`config.mk`:
```
export PLATFORM = sky130hd
export DESIGN_NAME = bas_ctrl
export DESIGN_NICKNAME = d
export VERILOG_FILES = /design/src/hw/rtl/bas_pkg.sv /design/src/hw/rtl/bas_ctrl.sv
export SDC_FILE = /design/constraint.sdc
export NUM_CORES = 1
export LEC_CHECK = 0
export ABC_CLOCK_PERIOD_IN_PS = 1300
export BUFFER_PORTS_ARGS = -buffer_cell sky130_fd_sc_hd__clkbuf_2
export CAP_MARGIN = 20
export CORE_AREA = 4 4 41 43
export DETAILED_ROUTE_END_ITERATION = 10
export DIE_AREA = 0 0 45 47
export PLACE_DENSITY = 0.42
export SYNTH_ARGS = -nofsm -noshare
export SYNTH_HDL_FRONTEND = slang
export SYNTH_SLANG_ARGS = --single-unit
export TNS_END_PERCENT = 5
```
`constraint.sdc`:
```
create_clock -name clk -period 1.3 [get_ports clk]
set_clock_uncertainty 0.2 [all_clocks]
set_input_delay 0.13 -clock clk [delete_from_list [all_inputs] [get_ports clk]]
set_output_delay 0.13 -clock clk [all_outputs]
set_load 0.02 [all_outputs]
```
`src/hw/rtl/bas_pkg.sv`:
```
`timescale 1ns / 1ps

package bas_pkg;

	localparam int REG_W        = 11;
	localparam int SAMPLE_W     = 8;
	localparam int RESULT_W     = 16;
	localparam int SUM_W        = 12;  // nine samples of 8 bits
	localparam int CNT_W        = 4;   // 1..9 cells
	localparam int RECIP_W      = 24;
	localparam int PROD_W       = SUM_W + RECIP_W;
	// mean = floor(sum * 2^8 / cnt) = (sum * ceil(2^23 / cnt)) >> 15, exact for sum < 2^12
	localparam int FRAC_SHIFT   = 15;

	localparam int DEF_MAX_COLS = 1024;
	localparam int DEF_MAX_ROWS = 1024;

	localparam logic [REG_W-1:0] ROWS_RESET = 11'd256;
	localparam logic [REG_W-1:0] COLS_RESET = 11'd256;

	typedef enum logic [0:0] {
		REG_ROWS = 1'b0,
		REG_COLS = 1'b1
	} reg_idx_t;

	typedef enum logic [2:0] {
		ST_IDLE,
		ST_LOAD,
		ST_SUM,
		ST_MUL,
		ST_EMIT
	} state_t;

	typedef struct packed {
		logic capture;  // take input beat, start line store read
		logic load;     // write line stores, shift window, step input position
		logic sum;      // register masked window sum and cell count
		logic mul;      // register reciprocal product
		logic emit;     // load output register, step output position
	} cmd_t;

	typedef struct packed {
		logic skip;      // flush beat inside the frame: dropped
		logic have;      // current item produces a result
		logic out_free;  // output register can take a new result
	} sts_t;

	function automatic logic [RECIP_W-1:0] recip(input logic [CNT_W-1:0] cnt);
		logic [RECIP_W-1:0] r;
		r = '0;
		case (cnt)
			4'd1:    r = 24'd8388608;
			4'd2:    r = 24'd4194304;
			4'd3:    r = 24'd2796203;
			4'd4:    r = 24'd2097152;
			4'd5:    r = 24'd1677722;
			4'd6:    r = 24'd1398102;
			4'd7:    r = 24'd1198373;
			4'd8:    r = 24'd1048576;
			4'd9:    r = 24'd932068;
			default: r = '0;
		endcase
		return r;
	endfunction

endpackage

```
`src/hw/rtl/bas_ctrl.sv`:
```
`timescale 1ns / 1ps

module bas_ctrl (
	input  logic          clk,
	input  logic          arst_n,
	input  logic          s_tvalid,
	output logic          s_tready,
	input  bas_pkg::sts_t sts,
	output bas_pkg::cmd_t cmd
);

	bas_pkg::state_t state_q, state_d;

	always_ff @(posedge clk or negedge arst_n) begin
		if (!arst_n) begin
			state_q <= bas_pkg::ST_IDLE;
		end else begin
			state_q <= state_d;
		end
	end

	always_comb begin
		state_d  = state_q;
		cmd      = '0;
		s_tready = 1'b0;
		unique case (state_q)
			bas_pkg::ST_IDLE: begin
				s_tready = 1'b1;
				if (s_tvalid) begin
					cmd.capture = 1'b1;
					if (!sts.skip) begin
						state_d = bas_pkg::ST_LOAD;
					end
				end
			end
			bas_pkg::ST_LOAD: begin
				cmd.load = 1'b1;
				state_d  = sts.have ? bas_pkg::ST_SUM : bas_pkg::ST_IDLE;
			end
			bas_pkg::ST_SUM: begin
				cmd.sum = 1'b1;
				state_d = bas_pkg::ST_MUL;
			end
			bas_pkg::ST_MUL: begin
				cmd.mul = 1'b1;
				state_d = bas_pkg::ST_EMIT;
			end
			bas_pkg::ST_EMIT: begin
				if (sts.out_free) begin
					cmd.emit = 1'b1;
					state_d  = bas_pkg::ST_IDLE;
				end
			end
			default: begin
				state_d = bas_pkg::ST_IDLE;
			end
		endcase
	end

`ifndef SYNTH
	a_cmd_onehot: assert property (@(posedge clk) disable iff (!arst_n)
		$onehot0(cmd))
		else $error("more than one datapath command at once");

	a_load_follows_capture: assert property (@(posedge clk) disable iff (!arst_n)
		cmd.load |-> $past(cmd.capture))
		else $error("line store write without a preceding read");

	a_emit_after_mul: assert property (@(posedge clk) disable iff (!arst_n)
		cmd.emit |-> ($past(cmd.mul) || $past(state_q) == bas_pkg::ST_EMIT))
		else $error("result emitted without a product");
`endif

endmodule

```
After elaboration in Yosys (flattened, before gate mapping)

Cells that the tools add are included.

Div/mod/pow operators: 0
Order comparisons: 0
Shift-type cells: 0
Multipliers: 0
Bitwise gates (word level): 0
Muxes and demuxes: 13
Reduce and logical (&&, ||, !) cells: 2
Eq/ne operators: 7
$add $sub $neg: 0

Operator list:

| operator           | number |
|---|---|
| $pmux 3 s5         | 1 |
| $mux 3             | 3 |
| $mux 1             | 8 |
| $eq 3x2->1 const B | 2 |
| $ne 2x2->1 const B | 3 |
| $eq 3x1->1 const B | 1 |
| $eq 3x3->1 const B | 1 |
| $logic_not 3->1    | 1 |
| $reduce_and 3->1   | 1 |
| $mux 2             | 1 |

Flip-flop bits (word level): 3
Latch bits: 0
Bits of input ports: 6
Word-level logic and storage cells: 23
Memories kept: 0
Memory bits (writable): 0
Output and inout port bits: 6
Bits in read-only memories: 0

Depth between registers and ports, before layout

Gate-level depths: netlist (run 1).

Depth in word-level cells: 3
Depth in mapped cells: 2
Mapped depth without buffers: 2

Worst setup path before layout (run 1)

No wires, ideal clock.

Path kind: reg2out
Start point: register state_q[1]
End point: output port cmd[4] (netlist name)
Buffers on the path: 0
Data arrival time: 1302 ps
Cell stages (with the launch flop): 3
Slack: -332 ps
Required time: 970 ps
Cell sequence: dfrtp_1 > nor3_1 > and2_1

RTL lines:

| item                   | RTL line       | source |
|---|---|---|
| from (decl)            | bas_ctrl.sv:12 | `bas_pkg::state_t state_q, state_d;` |
| from (signal assigned) | bas_ctrl.sv:16 | `state_q <= bas_pkg::ST_IDLE;` |
| from (signal assigned) | bas_ctrl.sv:18 | `state_q <= state_d;` |
| to (decl)              | bas_ctrl.sv:9  | `output bas_pkg::cmd_t cmd` |

==> impl_metrics.env, run 1 <==
export IMPL_status="finished with violations"
export IMPL_violations="negative setup slack"
export IMPL_crit_chain="nor3_4 > and2_4 > buf_8"
export IMPL_critPathLaunchType="flop"
export IMPL_initial_core_util_pct=12.8
export IMPL_drive_above_1_share_pct=56.4
export IMPL_slew_limit_headroom_pct=85.2
export IMPL_fin_tns_setup_ns=-0.687
export IMPL_first_pass_iters=2
export IMPL_die_y_um=47
export IMPL_cts_root_buffer="clkbuf_4"
export IMPL_clk_path_buf_depth=2
export IMPL_fin_ws_ns=-0.175
export IMPL_finalSetupViolations=6
export IMPL_wl_per_cell_um=10.2
export IMPL_synth_nets=24
export IMPL_ys_seq_area_share_pct=45.1
export IMPL_p_sw_w=0.000346
export IMPL_required_ns=0.97
export IMPL_whs_ns=0.0329
export IMPL_syn_cell_area_sq_um=166
export IMPL_worstSetupEndpointType="output pin"
export IMPL_io_pins=12
export IMPL_drv_cap=0
export IMPL_wl_um=553
export IMPL_critical_path_arrival_ns=1.14
export IMPL_ant_nets=0
export IMPL_p_per_area_nw_per_um2=2400
export IMPL_numCtsBuffers=3
export IMPL_crit_path_max_fanout=6
export IMPL_vias=207
export IMPL_antenna_found_initial=0
export IMPL_rsz0062_at_grt="true"
export IMPL_worstSetupPathType="reg2out"
export IMPL_tightest_slew_ns=0.218
export IMPL_final_hold_viol_count=0
export IMPL_fin_crit_ns=1.47
export IMPL_n_fill_cell=149
export IMPL_vdd_ir_drop_max_v=0.000925
export IMPL_ctsHtreeMaxLevel=1
export IMPL_reg_top3="state_q: 3 flops"
export IMPL_area_growth_pct=120
export IMPL_grt_max_degree=9
export IMPL_drc=0
export IMPL_nets=46
export IMPL_yosysWarnings=0
export IMPL_vias_per_cell=3.83
export IMPL_avgSynthCellArea_sq_um=9.25
export IMPL_grt_pass1_vias=232
export IMPL_regMostFlops="state_q"
export IMPL_floorplan_rows=13
export IMPL_syn_inst=18
export IMPL_p_leak_nw=0.173
export IMPL_max_stage_delay_ns=0.44
export IMPL_synth_cell_type_count=14
export IMPL_multiInputGateArea_sq_um=105
export IMPL_rr_worst_depth=3
export IMPL_n_antenna_cell=0
export IMPL_dieArea_sq_um=2120
export IMPL_stdcell_count=54
export IMPL_pwr_share_comb_pct=56.1
export IMPL_insertion_delay_ns=0.23
export IMPL_pwr_share_seq_pct=25.6
export IMPL_fmax_mhz=678
export IMPL_grt_ovfl_total=0
export IMPL_largest_register_ffs=3
export IMPL_design_core_area_sq_um=1300
export IMPL_drtIter0Drc=1
export IMPL_die_x_um=45
export IMPL_placedCellCount=44
export IMPL_p_int_w=0.000531
export IMPL_period_share_pct=113
export IMPL_power_frac_clock_pct=18.3
export IMPL_slowest_stage="dfrtp_2"
export IMPL_clk_pin_slew_worst_paths_ns=0.04
export IMPL_gp_routability_congestion=0.658
export IMPL_hold_path_class="in2async"
export IMPL_track_usage_pct=7.14
export IMPL_cts_tree="built"
export IMPL_ys_ff_latch=3
export IMPL_clock_sinks=3
export IMPL_switching_share_pct=39.5
export IMPL_grt_pass1_wl_um=1040
export IMPL_port_buffers=11
export IMPL_drv_slew=0
export IMPL_seq_area_sq_um=78.8
## stage by stage
stage	util [%]	power [W]	area (sq um)	worst slack, ns
2_1_floorplan	-	0.000450	179	-0.0369
3_3_place_gp	19.4	0.000562	253	-0.0197
3_5_place_dp	19.4	0.000566	253	-0.0192
4_1_cts	27.4	0.000858	357	-0.206
5_1_grt	28.1	0.000957	365	-0.231
6_report	28.1	0.000877	365	-0.175
## path summary, 6_finish.rpt
path                                          end              startpoint  slack (ns)
max                                        cmd[4]  state_q[1]$_DFFE_PN0P_       -0.17
min                        state_q[1]$_DFFE_PN0P_                  arst_n        0.03
max reg2reg                state_q[2]$_DFFE_PN0P_  state_q[1]$_DFFE_PN0P_        0.03
min reg2reg                state_q[0]$_DFFE_PN0P_  state_q[1]$_DFFE_PN0P_        0.39
max in group asynchronous  state_q[2]$_DFFE_PN0P_                  arst_n        0.74
min in group clk           state_q[0]$_DFFE_PN0P_                s_tvalid        0.05
## cells by family after synthesis
family	count (synthesis)	share of synthesized area, %
flops	3	45.1
simple gates	13	47.4
compound gates	2	7.52
## cell usage in the layout (no fill, tap or decap), types with 2 or more instances in the layout
cell	count
dlygate4sd3_1	3
nor2_1	2
clkbuf_4	5
buf_4	5
dfrtp_2	3
clkbuf_2	5
## per-layer routing
metal  GRT usage (%)  up-vias  routed length [um]
met5               0        -                   0
met4            1.75        0                   0
met3            5.36        0                  63
met2            11.9        8                 268
met1            7.13       92                 221
li1                -      107                   -
## cells in the mapped netlist, drive strengths merged
library cell  number  area [sq um]
a21oi              1          5.00
and2               1          6.26
and3b              1          8.76
dfrtp              3          75.1
nand2              1          3.75
nand2b             1          6.26
nand3b             1          7.51
nor2               2          7.51
nor2b              1          6.26
nor3               2          10.0
nor3b              1          7.51
nor4b              1          8.76
o21a               1          7.51
or2                1          6.26
## worst max-delay path: cells and delay by family (launching register included)
family / cells / cell delay, ns
buffers and inverters: 1 / 0.10
flip-flops: 1 / 0.44
AND/OR/NAND/NOR: 2 / 0.37
## timing repair
item | CTS | global route
buffers inserted | 2 | 1
hold buffers | 3 | 0
resized for setup | 12 | 3
pin swaps | 2 | 2
endpoints found under the hold margin | 5 | 0
setup endpoints to repair | 6 | 7
## power by group through the flow
stage | Clock (W) | Combinational, W | Sequential [W]
global route | 0.000180 | 0.000541 | 0.000236
finish | 0.000161 | 0.000492 | 0.000224
CTS | 0.000171 | 0.000461 | 0.000226
detailed placement | 0 | 0.000339 | 0.000226
floorplan | 0 | 0.000244 | 0.000206
global placement | 0 | 0.000335 | 0.000227
## layout make-up
type,count,share of cell area [%]
sequential,3,21.6
multi-input combinational,15,28.8
clock buffer,4,7.19
timing repair buffer,17,37.3
tap,15,5.14
(Power assumes the default switching activity.)
==> run 2, diff against run 1 <==
--- a/config.mk
+++ b/config.mk
@@ -11,7 +11,7 @@
 export CORE_AREA = 4 4 41 43
 export DETAILED_ROUTE_END_ITERATION = 10
 export DIE_AREA = 0 0 45 47
-export PLACE_DENSITY = 0.42
+export PLACE_DENSITY = 0.41
 export SYNTH_ARGS = -nofsm -noshare
 export SYNTH_HDL_FRONTEND = slang
 export SYNTH_SLANG_ARGS = --single-unit
==> impl_metrics.env, run 2 (synthesized netlist as in run 1, its figures left out) <==
export IMPL_p_per_area_nw_per_um2=2440
export IMPL_p_sw_w=0.000335
export IMPL_io_pins=12
export IMPL_fin_tns_setup_ns=-0.700
export IMPL_grt_pass1_vias=224
export IMPL_cp_num_buf_inv=1
export IMPL_crit_chain="nor3_4 > and2_4 > buf_8"
export IMPL_postPlaceCellArea_sq_um=253
export IMPL_drtIter0Drc=1
export IMPL_grt_ovfl_total=0
export IMPL_fin_crit_ns=1.48
export IMPL_drv_cap=0
export IMPL_fin_ws_ns=-0.176
export IMPL_area_growth_pct=105
export IMPL_clock_sinks=3
export IMPL_hold_path_class="in2reg"
export IMPL_die_y_um=47
export IMPL_largest_register_ffs=3
export IMPL_design_core_area_sq_um=1300
export IMPL_regMostFlops="state_q"
export IMPL_layout_commonest_cell="clkbuf_2"
export IMPL_slowest_stage="dfrtp_2"
export IMPL_numCtsBuffers=3
export IMPL_drv_slew=0
export IMPL_nets=43
export IMPL_port_buffers=11
export IMPL_slew_limit_headroom_pct=86.0
export IMPL_final_hold_viol_count=0
export IMPL_wl_per_cell_um=9.57
export IMPL_fmax_mhz=677
export IMPL_gp_routability_congestion=0.715
export IMPL_ctsHtreeMaxLevel=1
export IMPL_floorplan_rows=13
export IMPL_period_share_pct=114
export IMPL_max_stage_delay_ns=0.45
export IMPL_p_leak_nw=0.158
export IMPL_rsz0062_at_grt="true"
export IMPL_critPathLaunchType="flop"
export IMPL_first_pass_iters=2
export IMPL_stdcell_count=51
export IMPL_power_frac_clock_pct=19.4
export IMPL_worstSetupPathType="reg2out"
export IMPL_vias=194
export IMPL_cp_top_family="flip-flops"
export IMPL_cts_root_buffer="clkbuf_4"
export IMPL_n_antenna_cell=0
export IMPL_final_cell_mix="clkbuf_2 (5), clkbuf_4 (4), buf_4 (3), dfrtp_2 (3)"
export IMPL_p_int_w=0.000494
export IMPL_drc=0
export IMPL_n_fill_cell=153
export IMPL_violations="negative setup slack"
export IMPL_grt_pass1_wl_um=828
export IMPL_pwr_share_seq_pct=27.5
export IMPL_status="finished with violations"
export IMPL_drive_above_1_share_pct=58.3
export IMPL_crit_path_max_fanout=8
export IMPL_final_area_sq_um=340
export IMPL_cts_tree="built"
export IMPL_required_ns=0.97
export IMPL_vdd_ir_drop_max_v=0.000645
export IMPL_ant_nets=0
export IMPL_track_usage_pct=5.85
export IMPL_clk_pin_slew_worst_paths_ns=0.04
export IMPL_die_x_um=45
export IMPL_dieArea_sq_um=2120
export IMPL_worstSetupEndpointType="output pin"
export IMPL_wl_um=488
export IMPL_critical_path_arrival_ns=1.15
export IMPL_initial_core_util_pct=12.8
export IMPL_finalSetupViolations=6
export IMPL_clk_path_buf_depth=2
export IMPL_post_route_util_pct=26.2
export IMPL_insertion_delay_ns=0.23
export IMPL_placedCellCount=44
export IMPL_vias_per_cell=3.80
export IMPL_switching_share_pct=40.4
export IMPL_grt_max_degree=9
export IMPL_reg_top3="state_q: 3 flops"
export IMPL_pwr_share_comb_pct=53.1
export IMPL_antenna_found_initial=0
export IMPL_tightest_slew_ns=0.208
==> run 2: final timing paths <==
kind                       slack [ns]                    from  depth (start not counted)                     end
setup / recovery                -0.18  state_q[1]$_DFFE_PN0P_                          3                  cmd[4]
hold / removal                   0.02                  sts[2]                          3  state_q[0]$_DFFE_PN0P_
setup reg to reg                 0.05  state_q[1]$_DFFE_PN0P_                          2  state_q[2]$_DFFE_PN0P_
hold reg to reg                  0.42  state_q[2]$_DFFE_PN0P_                          2  state_q[0]$_DFFE_PN0P_
max in group asynchronous        0.75                  arst_n                          2  state_q[2]$_DFFE_PN0P_
min in group asynchronous        0.03                  arst_n                          2  state_q[0]$_DFFE_PN0P_
==> run 2: repair_timing <==
| action | CTS | global route |
|---|---|---|
| resized for setup | 11 | 6 |
| setup buffers | 1 | 0 |
| endpoints found under the hold margin | 4 | 0 |
| pin swaps | 1 | 2 |
| hold buffers | 2 | 0 |
| setup endpoints to repair | 6 | 6 |
==> run 2: layout make-up <==
| type | count | area (sq um) | share of cell area, % |
|---|---|---|---|
| Timing Repair Buffer | 14 | 110 | 32.4 |
| Clock buffer | 4 | 26.3 | 7.72 |
| Multi-Input combinational cell | 15 | 106 | 31.3 |
| Tap cell | 15 | 18.8 | 5.51 |
| Sequential cell | 3 | 78.8 | 23.2 |
==> run 2: power by group through the flow <==
stage                     Clock, W  Combinational, W  Sequential (W)
after floorplan                  0          0.000244        0.000206
after global placement           0          0.000340        0.000222
after detailed placement         0          0.000344        0.000222
after CTS                 0.000169          0.000428        0.000227
after global routing      0.000178          0.000467        0.000237
final                     0.000161          0.000440        0.000228
==> run 2: worst reg2reg max path, stage by stage (launching register included) <==
cell and delay (ns):
dfrtp_2 0.45, and3b_2 0.26, or2_1 0.23
==> run 2: stage by stage <==
step	hold WS (ns)	total power [W]	worst slack, ns
6_report	0.0246	0.000829	-0.176
4_1_cts	0.0229	0.000825	-0.199
3_5_place_dp	-0.273	0.000567	-0.00357
3_3_place_gp	-0.272	0.000563	0.0118
5_1_grt	0.0270	0.000882	-0.216
2_1_floorplan	-0.366	0.000450	-0.0369
==> run 2: layer usage <==
metal | track usage [%] | vias to the layer above | share of wire, %
li1 | - | 99 | -
met3 | 1.15 | 0 | 0.41
met4 | 8.77 | 0 | 0
met2 | 9.60 | 3 | 62
met1 | 5.02 | 92 | 37
met5 | 0 | - | 0
==> run 3, diff against run 2 <==
--- a/config.mk
+++ b/config.mk
@@ -8,10 +8,12 @@
 export ABC_CLOCK_PERIOD_IN_PS = 1300
 export BUFFER_PORTS_ARGS = -buffer_cell sky130_fd_sc_hd__clkbuf_2
 export CAP_MARGIN = 20
+export CELL_PAD_IN_SITES_DETAIL_PLACEMENT = 1
+export CELL_PAD_IN_SITES_GLOBAL_PLACEMENT = 1
 export CORE_AREA = 4 4 41 43
 export DETAILED_ROUTE_END_ITERATION = 10
 export DIE_AREA = 0 0 45 47
-export PLACE_DENSITY = 0.41
+export PLACE_DENSITY = 0.5
 export SYNTH_ARGS = -nofsm -noshare
 export SYNTH_HDL_FRONTEND = slang
 export SYNTH_SLANG_ARGS = --single-unit
==> impl_metrics.env, run 3 (synthesized netlist as in run 1, its figures left out) <==
export IMPL_grt_pass1_vias=230
export IMPL_required_ns=0.97
export IMPL_whs_path_depth=3
export IMPL_p_leak_nw=0.182
export IMPL_fin_crit_ns=1.49
export IMPL_ant_nets=0
export IMPL_die_y_um=47
export IMPL_clk_pin_slew_worst_paths_ns=0.04
export IMPL_drc=0
export IMPL_seq_area_sq_um=78.8
export IMPL_regMostFlops="state_q"
export IMPL_grt_pass1_wl_um=1010
export IMPL_io_pins=12
export IMPL_vias=217
export IMPL_multiInputGateArea_sq_um=126
export IMPL_final_cell_mix="clkbuf_2 (6), buf_4 (6), clkbuf_4 (5), dfrtp_2 (3), dlygate4sd3_1 (2)"
export IMPL_violations="negative setup slack"
export IMPL_rrSetupSlack_ns=-0.08
export IMPL_cts_tree="built"
export IMPL_hold_path_class="in2reg"
export IMPL_initial_core_util_pct=12.8
export IMPL_tightest_slew_ns=0.196
export IMPL_track_usage_pct=6.89
export IMPL_die_x_um=45
export IMPL_drv_cap=0
export IMPL_rsz0062_at_grt="true"
export IMPL_drive_above_1_share_pct=67.5
export IMPL_critical_path_arrival_ns=1.16
export IMPL_floorplan_rows=13
export IMPL_reg_top3="state_q: 3 flops"
export IMPL_vias_per_cell=3.95
export IMPL_insertion_delay_ns=0.23
export IMPL_timing_rr_end="state_q[2]$_DFFE_PN0P_"
export IMPL_wl_um=619
export IMPL_hold_start="sts[2]"
export IMPL_final_hold_viol_count=0
export IMPL_n_fill_cell=165
export IMPL_critPathLaunchType="flop"
export IMPL_nets=47
export IMPL_period_share_pct=115
export IMPL_r2r_start="state_q[1]$_DFFE_PN0P_"
export IMPL_area_growth_pct=132
export IMPL_numCtsBuffers=3
export IMPL_ctsHtreeMaxLevel=1
export IMPL_fin_ws_ns=-0.193
export IMPL_placedCellCount=44
export IMPL_clk_path_buf_depth=2
export IMPL_largest_register_ffs=3
export IMPL_fin_tns_setup_ns=-0.832
export IMPL_design_core_area_sq_um=1300
export IMPL_wl_per_cell_um=11.3
export IMPL_p_per_area_nw_per_um2=2500
export IMPL_clock_sinks=3
export IMPL_worstSetupPathType="reg2out"
export IMPL_first_pass_iters=1
export IMPL_hold_path_endpoint="state_q[0]$_DFFE_PN0P_"
export IMPL_gp_routability_congestion=0.640
export IMPL_drtIter0Drc=0
export IMPL_drv_slew=0
export IMPL_rr_worst_depth=4
export IMPL_status="finished with violations"
export IMPL_port_buffers=11
export IMPL_grt_max_degree=9
export IMPL_grt_ovfl_total=0
export IMPL_vdd_ir_drop_max_v=0.000702
export IMPL_fmax_mhz=670
export IMPL_stdcell_count=55
export IMPL_dieArea_sq_um=2120
export IMPL_cts_root_buffer="clkbuf_4"
export IMPL_crit_path_max_fanout=6
export IMPL_n_antenna_cell=0
export IMPL_worstSetupEndpointType="output pin"
export IMPL_finalSetupViolations=7
export IMPL_slew_limit_headroom_pct=86.9
export IMPL_antenna_found_initial=0
-- run 3: cell types whose count changed in the layout (fill, tap and decap cells not counted), sizes merged --
cell    previous run  this run
buf                6         8
clkbuf            10        12
-- run 3: area by class of cell --
type                       count  area share (%)
sequential                     3            20.4
tap                           15            4.85
multi-input combinational     15            32.7
timing repair buffer          18            35.3
clock buffer                   4            6.80
-- run 3: worst max-delay path by stage --
stage | start | endpoint | slack [ns] | cells past startpoint
finish | state_q[1]$_DFFE_PN0P_ | cmd[1] | -0.19 | 3
global route | state_q[2]$_DFFE_PN0P_ | cmd[4] | -0.24 | 3
CTS | state_q[1]$_DFFE_PN0P_ | cmd[4] | -0.20 | 3
detailed placement | state_q[1]$_DFFE_PN0P_ | cmd[4] | -0.03 | 3
global placement | state_q[1]$_DFFE_PN0P_ | cmd[4] | 0.002 | 3
floorplan | state_q[1]$_DFFE_PN0P_ | cmd[3] | -0.04 | 1
-- run 3: where the power goes --
part | internal, W | total [W] | switching [W]
combinational | 0.000321 | 0.000578 | 0.000257
sequential | 0.000141 | 0.000227 | 0.0000864
clock | 0.000115 | 0.000160 | 0.0000448
total | 0.000577 | 0.000965 | 0.000388
-- run 3: what timing repair did --
action	CTS	global route
resized for setup	10	8
gates cloned	0	0
pin swaps	0	2
hold buffers	2	0
buffers inserted	3	2
setup endpoints to repair	6	7
hold endpoints to repair	4	0
-- run 3: per-stage QoR --
step	power, W	setup WS, ns	area (sq um)	util [%]	hold slack, ns
3_5_place_dp	0.000580	-0.0251	253	19.4	-0.268
3_3_place_gp	0.000562	0.00194	253	19.4	-0.272
6_report	0.000965	-0.193	387	29.7	0.0197
2_1_floorplan	0.000450	-0.0369	179	-	-0.366
5_1_grt	0.00103	-0.243	387	29.7	0.0241
4_1_cts	0.000874	-0.199	350	26.9	0.00694
-- run 3: layer usage --
metal,track usage [%],vias to the layer above,wire (um)
li1,-,107,-
met1,7.32,103,231
met2,11.0,7,345
met3,2.68,0,42
met4,5.26,0,0
met5,0,-,0
-- run 3: worst max-delay path, stage by stage (launching register included) --
cell and delay (ns):
dfrtp_2 0.44, buf_4 0.16, and3b_1 0.18, clkbuf_2 0.15
